--- src/assert_macros.svh ---
// Assertion macros used by rolling_sum_chunk_splitter.sv.
// Expects a clock named clk and an active-low reset named rst_n in scope.
`ifndef ASSERT_MACROS_SVH
`define ASSERT_MACROS_SVH

// Check on every clock edge once reset is released.
`define RSCS_ASSERT(lbl, prop, msg) \
  lbl: assert property (@(posedge clk) disable iff (!rst_n) prop) else $error(msg);

// Check that post holds in the cycle after pre, once reset is released.
`define RSCS_ASSERT_NEXT(lbl, pre, post, msg) \
  lbl: assert property (@(posedge clk) disable iff (!rst_n) (pre) |=> (post)) else $error(msg);

`endif

--- src/rscs_pkg.sv ---
`timescale 1ns / 1ps
// Types, constants and helpers for the rolling-sum chunk splitter.
// No dependencies.
package rscs_pkg;

  localparam int SUM_W   = 32;
  localparam int CNT_W   = 32;
  localparam int BYTE_W  = 8;
  localparam int MBITS_W = 5;

  localparam logic [MBITS_W-1:0] MASK_BITS_RESET = 5'd13;
  localparam logic [CNT_W-1:0]   CNT_MAX         = {CNT_W{1'b1}};

  typedef struct packed {
    logic [SUM_W-1:0] sum;
    logic [CNT_W-1:0] count;
    logic             boundary;
  } upd_t;

  function automatic logic [SUM_W-1:0] split_mask(input logic [MBITS_W-1:0] nbits);
    logic [SUM_W-1:0] one;
    one = {{(SUM_W-1){1'b0}}, 1'b1};
    return (one << nbits) - one;
  endfunction

endpackage

--- src/rscs_window_ram.sv ---
`timescale 1ns / 1ps
// Byte window memory: one write port, one read port, registered read data.
// Depends on rscs_pkg for the byte width.
module rscs_window_ram
  import rscs_pkg::*;
#(
  parameter int DEPTH = 64,
  parameter int AW    = 6
) (
  input  logic              clk,
  input  logic              we,
  input  logic [AW-1:0]     waddr,
  input  logic [BYTE_W-1:0] wdata,
  input  logic              re,
  input  logic [AW-1:0]     raddr,
  output logic [BYTE_W-1:0] rdata
);

  logic [BYTE_W-1:0] mem [DEPTH];

  always_ff @(posedge clk) begin
    if (we) begin
      mem[waddr] <= wdata;
    end
  end

  always_ff @(posedge clk) begin
    if (re) begin
      rdata <= mem[raddr];
    end
  end

endmodule

--- src/rscs_update.sv ---
`timescale 1ns / 1ps
// Rolling-sum step: rotate-xor update, boundary test and saturating count.
// Depends on rscs_pkg for widths, the mask helper and the result struct.
module rscs_update
  import rscs_pkg::*;
(
  input  logic [SUM_W-1:0]   sum_in,
  input  logic [CNT_W-1:0]   count_in,
  input  logic [BYTE_W-1:0]  leave_byte,
  input  logic [BYTE_W-1:0]  new_byte,
  input  logic [MBITS_W-1:0] mask_bits,
  output upd_t               upd
);

  logic [SUM_W-1:0] rot;
  logic [SUM_W-1:0] sum_nxt;

  assign rot     = {sum_in[SUM_W-2:0], sum_in[SUM_W-1]};
  assign sum_nxt = rot ^ {{(SUM_W-BYTE_W){1'b0}}, leave_byte}
                       ^ {{(SUM_W-BYTE_W){1'b0}}, new_byte};

  always_comb begin
    upd.sum      = sum_nxt;
    upd.count    = (count_in == CNT_MAX) ? CNT_MAX : count_in + {{(CNT_W-1){1'b0}}, 1'b1};
    upd.boundary = ((sum_nxt & split_mask(mask_bits)) == '0);
  end

endmodule

--- src/rolling_sum_chunk_splitter.sv ---
`timescale 1ns / 1ps
// channel | direction | handshake          | payload
// in_     | input     | in_valid/in_stall  | in_data_byte
// out_    | output    | out_valid/out_stall| out_byte_out, out_boundary, out_chunk_length,
//         |           |                    | out_rolling_sum_out
// cfg_    | input     | cfg_valid/cfg_ready| cfg_split_mask_bits
// One byte per cycle unless out_stall holds; bytes pass the s1 and output registers.
// The window RAM read is issued at accept on the predicted next index; the
// rotate-xor, mask test and write-back happen as the item moves to the output.
// Reset (synchronous) clears sum, count, index and the wrap flag; the window RAM
// needs no clearing pass, entries count as zero until the index has wrapped.
// A stalled output holds its register; the input stalls only while both stages are full.
// Depends on rscs_pkg, rscs_update, rscs_window_ram and assert_macros.svh.
`include "assert_macros.svh"

module rolling_sum_chunk_splitter
  import rscs_pkg::*;
#(
  parameter int WINDOW_DEPTH = 64
) (
  input  logic               clk,
  input  logic               rst_n,
  input  logic               in_valid,
  output logic               in_stall,
  input  logic [7:0]         in_data_byte,
  output logic               out_valid,
  input  logic               out_stall,
  output logic [7:0]         out_byte_out,
  output logic               out_boundary,
  output logic [31:0]        out_chunk_length,
  output logic [31:0]        out_rolling_sum_out,
  input  logic               cfg_valid,
  output logic               cfg_ready,
  input  logic [4:0]         cfg_split_mask_bits
);

  localparam int IDX_W = $clog2(WINDOW_DEPTH);
  localparam logic [IDX_W-1:0] IDX_LAST = IDX_W'(WINDOW_DEPTH - 1);
  localparam logic [IDX_W-1:0] IDX_ONE  = IDX_W'(1);

  logic               s1_valid_r, s1_valid_nxt;
  logic [BYTE_W-1:0]  s1_byte_r;
  logic               out_valid_r, out_valid_nxt;
  logic [BYTE_W-1:0]  out_byte_r;
  logic               out_boundary_r;
  logic [CNT_W-1:0]   out_len_r;
  logic [SUM_W-1:0]   out_sum_r;
  logic [SUM_W-1:0]   sum_r, sum_nxt;
  logic [CNT_W-1:0]   count_r, count_nxt;
  logic [IDX_W-1:0]   idx_r, idx_nxt;
  logic               wrapped_r, wrapped_nxt;
  logic [MBITS_W-1:0] mask_bits_r;

  logic               accept;
  logic               s1_move;
  logic               commit;
  logic [IDX_W-1:0]   idx_inc;
  logic [IDX_W-1:0]   rd_addr;
  logic [BYTE_W-1:0]  rd_data;
  logic [BYTE_W-1:0]  leave_byte;
  upd_t               upd;

  assign s1_move  = !out_valid_r || !out_stall;
  assign commit   = s1_valid_r && s1_move;
  assign in_stall = s1_valid_r && !s1_move;
  assign accept   = in_valid && !in_stall;
  assign cfg_ready = !s1_valid_r;

  assign idx_inc    = (idx_r == IDX_LAST) ? '0 : idx_r + IDX_ONE;
  // predict no boundary for the item ahead; a boundary forces the leaving byte to zero
  assign rd_addr    = s1_valid_r ? idx_inc : idx_r;
  assign leave_byte = wrapped_r ? rd_data : '0;

  rscs_window_ram #(
    .DEPTH (WINDOW_DEPTH),
    .AW    (IDX_W)
  ) u_ram (
    .clk   (clk),
    .we    (commit),
    .waddr (idx_r),
    .wdata (s1_byte_r),
    .re    (accept),
    .raddr (rd_addr),
    .rdata (rd_data)
  );

  rscs_update u_update (
    .sum_in     (sum_r),
    .count_in   (count_r),
    .leave_byte (leave_byte),
    .new_byte   (s1_byte_r),
    .mask_bits  (mask_bits_r),
    .upd        (upd)
  );

  always_comb begin
    s1_valid_nxt  = accept ? 1'b1 : (s1_move ? 1'b0 : s1_valid_r);
    out_valid_nxt = commit ? 1'b1 : (out_stall ? out_valid_r : 1'b0);
    sum_nxt       = sum_r;
    count_nxt     = count_r;
    idx_nxt       = idx_r;
    wrapped_nxt   = wrapped_r;
    if (commit) begin
      sum_nxt = upd.sum;
      if (upd.boundary) begin
        count_nxt   = '0;
        idx_nxt     = '0;
        wrapped_nxt = 1'b0;
      end else begin
        count_nxt   = upd.count;
        idx_nxt     = idx_inc;
        wrapped_nxt = wrapped_r || (idx_r == IDX_LAST);
      end
    end
  end

  always_ff @(posedge clk) begin
    if (!rst_n) begin
      s1_valid_r  <= 1'b0;
      out_valid_r <= 1'b0;
      sum_r       <= '0;
      count_r     <= '0;
      idx_r       <= '0;
      wrapped_r   <= 1'b0;
      mask_bits_r <= MASK_BITS_RESET;
    end else begin
      s1_valid_r  <= s1_valid_nxt;
      out_valid_r <= out_valid_nxt;
      sum_r       <= sum_nxt;
      count_r     <= count_nxt;
      idx_r       <= idx_nxt;
      wrapped_r   <= wrapped_nxt;
      if (cfg_valid && cfg_ready) begin
        mask_bits_r <= cfg_split_mask_bits;
      end
    end
  end

  always_ff @(posedge clk) begin
    if (accept) begin
      s1_byte_r <= in_data_byte;
    end
    if (commit) begin
      out_byte_r     <= s1_byte_r;
      out_boundary_r <= upd.boundary;
      out_len_r      <= upd.count;
      out_sum_r      <= upd.sum;
    end
  end

  assign out_valid           = out_valid_r;
  assign out_byte_out        = out_byte_r;
  assign out_boundary        = out_boundary_r;
  assign out_chunk_length    = out_len_r;
  assign out_rolling_sum_out = out_sum_r;

  `RSCS_ASSERT(a_len_nonzero, out_valid_r |-> (out_len_r != '0), "chunk length of zero")
  `RSCS_ASSERT(a_stall_full, in_stall |-> (s1_valid_r && out_valid_r), "stall without full pipe")
  `RSCS_ASSERT(a_idx_range, idx_r <= IDX_LAST, "window index out of range")
  `RSCS_ASSERT_NEXT(a_split_clear, commit && upd.boundary,
                    (idx_r == '0) && !wrapped_r && (count_r == '0),
                    "boundary did not clear window state")

endmodule

--- config.mk ---
export PLATFORM = sky130hd
export DESIGN_NAME = rolling_sum_chunk_splitter
export DESIGN_NICKNAME = d
export VERILOG_FILES = /design/src/rscs_pkg.sv /design/src/rscs_window_ram.sv /design/src/rscs_update.sv /design/src/rolling_sum_chunk_splitter.sv
export VERILOG_INCLUDE_DIRS = /design/src /design/src/src
export SDC_FILE = /design/constraint.sdc
export NUM_CORES = 1
export LEC_CHECK = 0
export BUFFER_PORTS_ARGS = -buffer_cell sky130_fd_sc_hd__buf_2
export CAP_MARGIN = 40
export CORE_MARGIN = 1
export CORE_UTILIZATION = 62
export CTS_CLUSTER_DIAMETER = 200
export CTS_CLUSTER_SIZE = 30
export DETAILED_ROUTE_END_ITERATION = 10
export GPL_TIMING_DRIVEN = 0
export MAX_ROUTING_LAYER = met4
export PLACE_DENSITY = 0.86
export SYNTH_ARGS = -nofsm -noshare
export SYNTH_HDL_FRONTEND = slang
export SYNTH_SLANG_ARGS = --single-unit
--- constraint.sdc ---
create_clock -name clk -period 5.15 [get_ports clk]
set_clock_uncertainty 0.05 [all_clocks]
set_input_delay 1.03 -clock clk [delete_from_list [all_inputs] [get_ports clk]]
set_output_delay 1.03 -clock clk [all_outputs]
set_load 0.05 [all_outputs]
# Word-level counts from Yosys, hierarchy flattened
# Memory sizes are Yosys's and may differ from the RTL's. A register that Yosys moved wholly into a read port is not among the register bits.
# Cells that the tools add are included.
[totals]
register_bits = 159
ramBits = 512
out_inout_bits = 76
n_memories = 1
[classes]
n_addsub = 3
n_eq_ne = 3
n_shift = 1
n_mux = 13
n_bitwise = 3
reduce_logical = 13
[mem_list]
columns = ["memory", "depth", "word_bits", "read_ports", "rd_ports_with_merged_regs", "write_ports", "line", "rtl"]
rows = [
  ["u_ram.mem", 64, 8, 1, 1, 1, "rscs_window_ram.sv:19", "logic [BYTE_W-1:0] mem [DEPTH];"],
]
[ops]
columns = ["operator", "count"]
rows = [
  ["32-bit two-way mux", 2],
  ["32-bit by 8-bit XOR with 32-bit output", 2],
  ["32-bit by 1-bit adder with 32-bit output, second input constant", 1],
  ["32-bit AND", 1],
  ["32-bit equality test, second input constant", 1],
  ["32-bit logical NOT", 1],
  ["1-bit by 5-bit left shift with 32-bit output, first input constant", 1],
  ["32-bit by 1-bit subtractor with 32-bit output, second input constant", 1],
  ["6-bit two-way mux", 3],
  ["8-bit two-way mux", 1],
  ["1-bit two-way mux", 7],
  ["6-bit by 1-bit adder with 6-bit output, second input constant", 1],
  ["6-bit equality test, second input constant", 1],
  ["1-bit logical NOT", 5],
  ["1-bit logical AND", 4],
  ["1-bit logical OR", 2],
  ["2-bit by 1-bit != test with 1-bit output, second input constant", 1],
  ["2-bit nonzero test", 1],
]

# Logic depth before layout (Yosys ltp)
# Gate-level depths: netlist of the first run.
[depth]
word_depth = 7
ltp_mapped = 16

# Hierarchy
# From an unflattened synthesis of the first run, not the netlist that was laid out.
[hier_totals]
hier_cells = 1687
hier_area_um2 = 27784.1
[by_module_without_submodules]
columns = ["mod", "n_inst", "cells_each", "area_each_um2"]
rows = [
  ["rscs_window_ram", 1, 940, 20246.9],
  ["rolling_sum_chunk_splitter", 1, 459, 5716.7],
  ["rscs_update", 1, 288, 1820.5],
]

# Least setup slack after synthesis of the first run
# No wires, ideal clock.
[synth_path]
kind = "input -> register"
startpoint = "input out_stall"
endpoint = "register count_r[14]"
setup_ns = 0.074
arrival_time_ns = 4.360
path_slack_ns = 0.666
path_stages = 7
path_buffers = 2
path_cell_list = "nand2_1 -> nand2_1 -> inv_1 -> clkbuf_1 -> buf_1 -> o211ai_1 -> a21oi_1"
[synth_between]
elab_chain_len = 3
[synth_lines]
columns = ["item", "line", "rtl"]
rows = [
  ["from (decl)", "rolling_sum_chunk_splitter.sv:27", "input logic out_stall,"],
  ["1-bit logical NOT", "rolling_sum_chunk_splitter.sv:63", "assign s1_move = !out_valid_r || !out_stall;"],
  ["1-bit logical OR", "rolling_sum_chunk_splitter.sv:63", ""],
  ["1-bit logical AND", "rolling_sum_chunk_splitter.sv:64", "assign commit = s1_valid_r && s1_move;"],
  ["via commit", "rolling_sum_chunk_splitter.sv:56", "logic commit;"],
  ["to (signal assigned)", "rolling_sum_chunk_splitter.sv:130", "count_r <= count_nxt;"],
  ["to (decl)", "rolling_sum_chunk_splitter.sv:49", "logic [CNT_W-1:0] count_r, count_nxt;"],
]
# The timed path passes the listed nets, and every way through them passes these cells.
# A chain may end at the register's enable or synchronous reset.

# Worst setup path in the final report of the first run
[layout_path]
startpoint = "register idx_r[1]"
endpoint = "register u_ram.rdata[4] (read register of u_ram.mem), data pin"
[layout_between]
elab_chain_len = 3
word_cells_on_any_way = 4
classes_between = "add/sub (1); eq/ne (1); mux (2)"
[layout_lines]
columns = ["item", "line", "rtl"]
rows = [
  ["from (decl)", "rolling_sum_chunk_splitter.sv:50", "logic [IDX_W-1:0] idx_r, idx_nxt;"],
  ["from (signal assigned)", "rolling_sum_chunk_splitter.sv:131", "idx_r <= idx_nxt;"],
  ["6-bit by 1-bit adder with 6-bit output / 6-bit equality test (equally long branches)", "rolling_sum_chunk_splitter.sv:69", "assign idx_inc = (idx_r == IDX_LAST) ? '0 : idx_r + IDX_ONE;"],
  ["6-bit two-way mux", "rolling_sum_chunk_splitter.sv:69", ""],
  ["6-bit two-way mux (*)", "rolling_sum_chunk_splitter.sv:71", "assign rd_addr = s1_valid_r ? idx_inc : idx_r;"],
  ["to (decl)", "rscs_window_ram.sv:16", "output logic [BYTE_W-1:0] rdata"],
]
# Every way passes the cells marked *; elsewhere a longest branch is shown, timed or not.

==> run summary, run 1 <==
Max frequency - 211 MHz
IR Drop Worst-Case VDD - 0.000353 V
HPWL Detailed - 59200 um
Mapped Area - 28200 sq um
RSZ-0062 raised after global routing - no
Asr flop ratio synth - 0%
Mapped Cells - 2148
Count leader, synth - edfxtp_1
Largest net degree at the start of global routing - 34
Grt total ovfl - 0
Number of global-route vias before repair - 18800
#FFs+latches synth - 679
Max cap viols - 0
Hold path depth - 2
Crit path kind - reg -> reg
Maximum level of the CTS H-tree - 1
CP Launch Type - register
Netlist cell types - 82
Final Critical Period - 4.74 ns
WL per Instance - 29.0 um
Crit share post-route - 92.0%
Top cells by instance count after synthesis - edfxtp_1, nand2_1, nand3_1
Post-CTS setup buffers - 0
Syn_area_per_cell - 13.1 sq um
Slew headroom - 29.5%
Vias per cell - 6.70
Die Y - 215 um
Clock network fraction of total power - 26.3%
Routed Antenna Nets - 0
Main area contributors after synthesis - edfxtp_1, nand2_1, dfxtp_1, nand3_1, mux4_2
Number of DRC markers in iteration 0 - 2961
Antenna violations before repair - 1
WP data arrival - 5.00 ns
CTS Buf Count - 26
Flop pwr share - 62.5%
IO buf count - 93
Hold Fails Final Rpt - 0
Max Buffers Root-to-Sink - 3
Clk root buf - clkbuf_16
Clock sink count - 679
R2r startpoint - idx_r[1]
Clock Latency Late Sink - 0.64 ns
EDFF count, synth - 601
Power Density - 315 nW/um^2
Post-Place Worst Slack - 0.729 ns
Layout area overhead - 9.20%
Final cell count without fillers - 2912
DIE AREA - 46400 sq um
Leakage power - 10.5 nW
# setup viols final - 0
Switching pwr - 0.00241 W
Synth area leader - edfxtp_1
Vias post-DR - 19500
Status - finished, final reports clean
Layout cells sized above 1 - 12.6%
Routed wire length - 84400 um
Switching part of the total - 24.8%
Pin slew with the least headroom to its limit - 1.06 ns
Resized Gates After CTS - 0
Number of placed cells counting well taps - 2869
Drt first pass iters - 8
Reg2reg end - u_ram.rdata[4]
Overall Global Routing Usage - 37.5%
Top-area cell type share of the netlist area - 64.0%
Min-delay worst type - reg -> reg
Hold path start - sum_r[2]
# IOs - 94
Worst setup margin - 0.411 ns
Fin nets - 2329
Row cnt - 77
Die width - 215 um
WP data required - 5.41 ns
Clk slew on worst S/H paths - 0.12 ns
CTS tree - built
Starting Density - 63.4%
Ys flop type - edfxtp_1
Part of the Yosys area used for sequential elements - 69.5%
Worst Hold Endpoint - sum_r[2]
First-pass GRT wire length - 121000 um
CP Capture Type - register
P_int - 0.00730 W
GP Congestion - 1.06
Crit-path max FO - 10
Drc violations - 0
Ys Warns - 0
Power share of the combinational group - 11.2%
Worst Reg-to-Reg Cells - 10
Fin. max-slew vios - 0
Synthesized net count - 2169
Hold_buf cts - 0
FF-to-FF setup slack - 0.41 ns
Core area - 44500 sq um
-- through the flow --
stage	area [sq um]	setup TNS, ns	hold slack, ns	util, %	total power, W
2_1_floorplan	28200	0	0.380	-	0.00681
3_3_place_gp	29400	-51.35	0.413	66.1	0.00718
3_5_place_dp	30000	0	0.426	67.5	0.00724
4_1_cts	30800	0	0.442	69.1	0.00967
5_1_grt	30800	0	0.466	69.2	0.00989
6_report	30800	0	0.443	69.2	0.00972
-- placed cells by master (no fill, tap or decap), types with 9 or more instances in the layout --
master,netlist,final
buf_8,2,15
xor2_1,17,17
a211oi_1,9,9
nor3_1,15,15
buf_6,6,10
nor2b_1,9,9
buf_16,0,12
buf_4,9,15
nand2_1,450,450
clkbuf_1,55,64
o22ai_1,9,9
nand4_1,18,18
mux4_2,26,26
and3_1,33,33
mux2i_1,57,57
dfxtp_1,78,78
a311oi_1,32,32
a31oi_1,28,28
edfxtp_1,601,601
a21boi_0,41,41
nor2_1,128,128
inv_1,17,17
a21oi_1,42,42
xnor2_1,25,25
buf_2,61,155
buf_1,16,17
and4_1,12,12
o211ai_1,19,19
nand3_1,137,137
a32oi_1,12,12
clkbuf_16,0,26
o21ai_0,35,35
-- cell families (layout without fill, tap and decap cells) --
kind of cell               Yosys count  count (layout)  synth area share, %
and+or+nand+nor                    852             852                 13.4
muxes                               92              92                 4.48
AOI/OAI and AO/OA                  312             312                 8.17
buffers and inverters              167             336                 2.91
adders and majority gates            3               3                0.133
DFF                                679             679                 69.5
other                                0               3                    0
xor gates and xnor gates            43              43                 1.36
-- layout make-up --
type                    instances  area [sq um]
inverters                      17          63.8
clock inverters                 2          32.5
multi-input cells            1302          7780
well taps                     592           741
flip-flops and latches        679         19600
diodes                          3          7.51
plain buffers                 150           758
repair buffers                132          1130
clock buffers                  35           684
fillers                      3079         13700
-- worst max-delay path: stages, from the launching register on --
cell and delay (ns):
dfxtp_1 0.41, ha_1 0.16, buf_2 0.21, nand2_1 0.11, o21a_1 0.24, a21oi_1 0.81
buf_2 0.55, buf_1 0.77, a21oi_1 0.15, nor4b_1 0.69, nor4_1 0.27
-- power by group through the flow --
stage | combinational (W) | clock [W] | sequential (W)
final | 0.00109 | 0.00256 | 0.00607
after global routing | 0.00111 | 0.00270 | 0.00608
after CTS | 0.00104 | 0.00254 | 0.00608
after global placement | 0.000914 | 0 | 0.00627
after detailed placement | 0.00104 | 0 | 0.00620
after floorplan | 0.000496 | 0 | 0.00631
-- layer usage --
layer  vias up  wire, um  global-route usage (%)
li1       8299         -                       -
met1      9430     29200                    46.9
met2      1455     39100                    57.2
met3       320     10200                    7.59
met4         0      5820                    22.0
met5         -         0                       -
-- how the worst max path moves through the flow --
stage	start	endpoint	slack, ns
3_3_place_gp	out_stall	count_r[14]	-0.70
2_1_floorplan	out_stall	count_r[14]	0.67
5_1_grt	idx_r[1]	u_ram.rdata[4]	0.54
6_report	idx_r[1]	u_ram.rdata[4]	0.41
4_1_cts	idx_r[1]	u_ram.rdata[4]	0.81
3_5_place_dp	out_stall	u_ram.mem[28][7]	0.73
-- flip-flops by register name, summed over array words and instances, names as in the netlist --
name and flops:
count_r 32, mask_bits_r 5, out_byte_out 8, out_rolling_sum_out 32
out_valid 1, u_ram.mem 512, wrapped_r 1, s1_valid_r 1
out_boundary 1, idx_r 6, sum_r 32, out_chunk_length 32
s1_byte_r 8, u_ram.rdata 8
(Power assumes the default switching activity.)
==> inputs of run 2 (changes only) <==
--- a/config.mk
+++ b/config.mk
@@ -9,13 +9,13 @@
 export BUFFER_PORTS_ARGS = -buffer_cell sky130_fd_sc_hd__buf_2
 export CAP_MARGIN = 40
 export CORE_MARGIN = 1
-export CORE_UTILIZATION = 62
+export CORE_UTILIZATION = 60
 export CTS_CLUSTER_DIAMETER = 200
 export CTS_CLUSTER_SIZE = 30
 export DETAILED_ROUTE_END_ITERATION = 10
 export GPL_TIMING_DRIVEN = 0
 export MAX_ROUTING_LAYER = met4
-export PLACE_DENSITY = 0.86
+export PLACE_DENSITY = 0.83
 export SYNTH_ARGS = -nofsm -noshare
 export SYNTH_HDL_FRONTEND = slang
 export SYNTH_SLANG_ARGS = --single-unit
==> run 2 against run 1 <==
Via count is 0.21% higher. Critical path depth is 4 lower. Sequential share of layout area is 0.38 points lower. Die area is 3.3% higher. Worst hold slack better by 0.0038 ns. Highest routed layer unchanged. Flip-flop and latch count stayed put.
==> run summary, run 2 (synthesis results as in run 1) <==
Most frequent cells in the layout - edfxtp_1, nand2_1, buf_2, nand3_1, nor2_1
Drt first pass iters - 8
Layout fillers - 3291
Post-CTS setup buffers - 0
Maximum level of the CTS H-tree - 1
CTS Buf Count - 26
# IOs - 94
Clock Latency Late Sink - 0.64 ns
Fin. max-slew vios - 0
Top reg by flops - u_ram.mem
Switching pwr - 0.00244 W
Die width - 219 um
Vias post-DR - 19500
Resized Gates After CTS - 0
DIE AREA - 47900 sq um
Final Critical Period - 4.36 ns
Clk slew on worst S/H paths - 0.11 ns
Max Buffers Root-to-Sink - 3
IO buf count - 93
Die Y - 219 um
Utilization after layout - 66.7%
Max frequency - 229 MHz
Drc violations - 0
Largest net degree at the start of global routing - 32
Max reg flops - 512
Power share of the combinational group - 11.3%
WP data required - 5.35 ns
Pin slew with the least headroom to its limit - 0.997 ns
Row cnt - 79
Core area - 46500 sq um
Starting Density - 60.7%
Fin nets - 2336
IR Drop Worst-Case VDD - 0.000293 V
RSZ-0062 raised after global routing - no
Layout area overhead - 9.85%
Final Cell Area - 31000 sq um
CTS tree - built
Flop pwr share - 62.1%
Grt total ovfl - 0
GP Congestion - 1.01
Clk root buf - clkbuf_16
Footprint of the multi-input gates - 7780 sq um
HPWL Detailed - 60600 um
Overall Global Routing Usage - 36.8%
Max cap viols - 0
Switching part of the total - 24.9%
Clock sink count - 679
Clock network fraction of total power - 26.7%
First-pass GRT wire length - 121000 um
FF+latch area - 19600 sq um
Post-DP Area - 30200 sq um
Min-delay worst type - reg -> reg
Leakage power - 10.6 nW
Antenna violations before repair - 1
CP Capture Type - register
Most common cell after layout, fill and taps aside - edfxtp_1
Number of global-route vias before repair - 18300
Hold Fails Final Rpt - 0
Crit-path max FO - 10
Vias per cell - 6.64
Status - finished, final reports clean
WL per Instance - 29.1 um
WP data arrival - 4.56 ns
Number of DRC markers in iteration 0 - 2833
P_int - 0.00734 W
# setup viols final - 0
Crit path kind - reg -> reg
Power Density - 315 nW/um^2
Slew headroom - 33.4%
CP Launch Type - register
Crit share post-route - 84.6%
Routed Antenna Nets - 0
Hold_buf cts - 0
Routed wire length - 85600 um
Layout cells sized above 1 - 12.8%
## run 2: area by class of cell
cell class	count	area share, %
inverters	17	0.206
multi-input cells	1302	25.1
well taps	607	2.45
clock buffers	46	2.34
flip-flops and latches	679	63.3
diodes	1	0.00807
clock inverters	2	0.105
repair buffers	139	4.06
plain buffers	150	2.45
## run 2: power groups by stage
stage	Clock (W)	Combinational (W)	Sequential (W)
2_1_floorplan	0	0.000496	0.00631
3_3_place_gp	0	0.000923	0.00627
3_5_place_dp	0	0.00107	0.00619
4_1_cts	0.00258	0.00107	0.00607
5_1_grt	0.00276	0.00113	0.00607
6_report	0.00261	0.00110	0.00607
## run 2: per-stage QoR
step	power [W]	setup WS, ns	setup TNS, ns	cells	hold slack (ns)
final	0.00978	0.792	0	2943	0.447
after global routing	0.00996	0.861	0	2943	0.471
after CTS	0.00972	0.963	0	2938	0.444
after detailed placement	0.00726	0.616	0	2890	0.426
after global placement	0.00719	-0.769	-56.23	2848	0.412
after floorplan	0.00681	0.666	0	2148	0.380
## run 2: worst max-delay path: stages, from the launching register on
cell,delay [ns]
dfxtp_1,0.53
buf_2,0.32
nand2_1,0.40
inv_1,0.24
clkbuf_1,0.50
nand3_1,0.89
nor2_1,1.04
## run 2: routing by layer
layer / track usage, % / up-vias / part of all wire (%)
met4: 19.8 / 0 / 6.5
met1: 46.5 / 9570 / 36
li1: - / 8315 / -
met5: - / - / 0
met2: 57.4 / 1360 / 47
met3: 6.11 / 300 / 11
## run 2: path summary, 6_finish.rpt
kind	endpoint	from	depth (start not counted)	slack [ns]
worst min register to register	sum_r[31]	sum_r[31]	2	0.45
worst max register to register	u_ram.mem[36][5]	s1_valid_r	6	0.79
worst max-delay path	u_ram.mem[36][5]	s1_valid_r	6	0.79
worst min-delay path	sum_r[31]	sum_r[31]	2	0.45
==> inputs of run 3 (changes only) <==
==> constraint.sdc (replaced) <==
create_clock -name clk -period 4.3 [get_ports clk]
set_clock_uncertainty 0.05 [all_clocks]
set_input_delay 0.86 -clock clk [delete_from_list [all_inputs] [get_ports clk]]
set_output_delay 0.86 -clock clk [all_outputs]
set_load 0.05 [all_outputs]
==> run 3 against run 2 <==
The flow now finishes with violations (negative setup slack). Worst setup slack got worse by 0.80 ns. Die area did not move. Critical path depth stayed put. Maximum frequency is 1.1% higher. Cell count grew 0.10%. Worst hold slack worse by 0.083 ns. Non-clock buffer count up 4. Clock-buffer cell count up 1. Largest cell class unchanged.
==> run summary, run 3 (synthesis results as in run 1) <==
Max cap viols - 0
Pin slew with the least headroom to its limit - 1.00 ns
FF-to-FF setup slack - -0.01 ns
Failing checks - negative setup slack
Clk slew on worst S/H paths - 0.11 ns
CP Capture Type - register
Slew headroom - 33.1%
Clk root buf - clkbuf_16
Crit-path max FO - 10
Layout area overhead - 9.87%
CTS Buf Count - 26
Number of global-route vias before repair - 18000
Clock Latency Late Sink - 0.62 ns
Resized Gates After CTS - 0
Power Density - 379 nW/um^2
Fin nets - 2340
Most frequent cells in the layout - edfxtp_1, nand2_1, buf_2, nand3_1, nor2_1
Post-CTS setup buffers - 0
IR Drop Worst-Case VDD - 0.000313 V
Footprint of the multi-input gates - 7780 sq um
CP Launch Type - register
Hold Fails Final Rpt - 0
Max Buffers Root-to-Sink - 3
Top reg by flops - u_ram.mem
Final Cell Area - 31000 sq um
Layout cells sized above 1 - 12.9%
Core area - 46500 sq um
Maximum level of the CTS H-tree - 1
GP Congestion - 0.996
Antenna violations before repair - 0
Largest net degree at the start of global routing - 62
Most common cell after layout, fill and taps aside - edfxtp_1
First-pass GRT wire length - 122000 um
Hold_buf cts - 0
Routed wire length - 86400 um
# setup viols final - 8
Worst setup margin - -0.0113 ns
DIE AREA - 47900 sq um
Crit path kind - reg -> reg
Post-DP Area - 30200 sq um
Min-delay worst type - in -> reg
Row cnt - 79
Clock sink count - 679
WP data required - 4.50 ns
RSZ-0062 raised after global routing - no
# IOs - 94
WL per Instance - 29.3 um
Layout fillers - 3265
Crit share post-route - 100%
Drt first pass iters - 8
Vias post-DR - 19400
Fin. max-slew vios - 0
Starting Density - 60.7%
CTS tree - built
Number of placed cells counting well taps - 2895
Overall Global Routing Usage - 37.2%
Die width - 219 um
Die Y - 219 um
Max frequency - 232 MHz
WP data arrival - 4.51 ns
Final cell count without fillers - 2946
FF+latch area - 19600 sq um
Grt total ovfl - 0
Status - complete, but fails checks
HPWL Detailed - 61000 um
IO buf count - 93
Max reg flops - 512
Leakage power - 10.6 nW
Vias per cell - 6.57
Routed Antenna Nets - 0
Number of DRC markers in iteration 0 - 2822
Final Critical Period - 4.31 ns
Drc violations - 0
Ant diodes - 0
-- run 3: cell count changes in the layout (fill, tap and decap cells not counted), sizes merged --
cell,change
buf,+5
clkbuf,+1
clkdlybuf4s15,-1
clkinv,-1
diode,-1
-- run 3: power breakdown --
group          total (W)  switching, W  internal (W)
clock network    0.00315       0.00194       0.00121
registers        0.00727     0.0000399       0.00723
logic            0.00132      0.000938      0.000387
total             0.0117       0.00292       0.00882
-- run 3: cell type report --
class                      instances  share of cell area (%)
inverter                          17                   0.206
tap                              607                    2.45
multi-input combinational       1302                    25.1
clock inverter                     1                  0.0525
sequential                       679                    63.3
timing repair buffer             143                    4.04
clock buffer                      47                    2.42
buffer                           150                    2.45
-- run 3: per-layer routing --
metal / wire (um) / global-route usage, % / up-vias
met2: 40900 / 59.0 / 1326
met3: 8900 / 5.82 / 252
met4: 4990 / 18.0 / 0
met5: 0 / - / -
li1: - / - / 8326
met1: 31600 / 47.2 / 9457
-- run 3: path summary, 6_finish.rpt --
kind / startpoint / endpoint / cells after the start
max: s1_valid_r / u_ram.mem[38][7] / 6
min: in_data_byte[6] / s1_byte_r[6] / 1
max reg2reg: s1_valid_r / u_ram.mem[38][7] / 6
min reg2reg: sum_r[0] / sum_r[0] / 2
-- run 3: critical path, stage by stage (launching register included) --
cell and delay (ns):
dfxtp_1 0.52, buf_2 0.33, nand2_1 0.39, inv_1 0.24
clkbuf_1 0.51, nand3_1 0.89, nor2_1 1.01
-- run 3: through the flow --
| step | setup TNS, ns | util, % | hold slack [ns] | setup slack, ns | power (W) |
|---|---|---|---|---|---|
| after floorplan | 0 | - | 0.380 | 0.0847 | 0.00815 |
| after global placement | -110.32 | 63.4 | 0.414 | -1.24 | 0.00862 |
| after detailed placement | 0 | 65.0 | 0.424 | 0.0599 | 0.00870 |
| after CTS | 0 | 66.7 | 0.357 | 0.227 | 0.0117 |
| after global routing | 0 | 66.7 | 0.363 | 0.0365 | 0.0120 |
| final | -0.0481 | 66.7 | 0.364 | -0.0113 | 0.0117 |
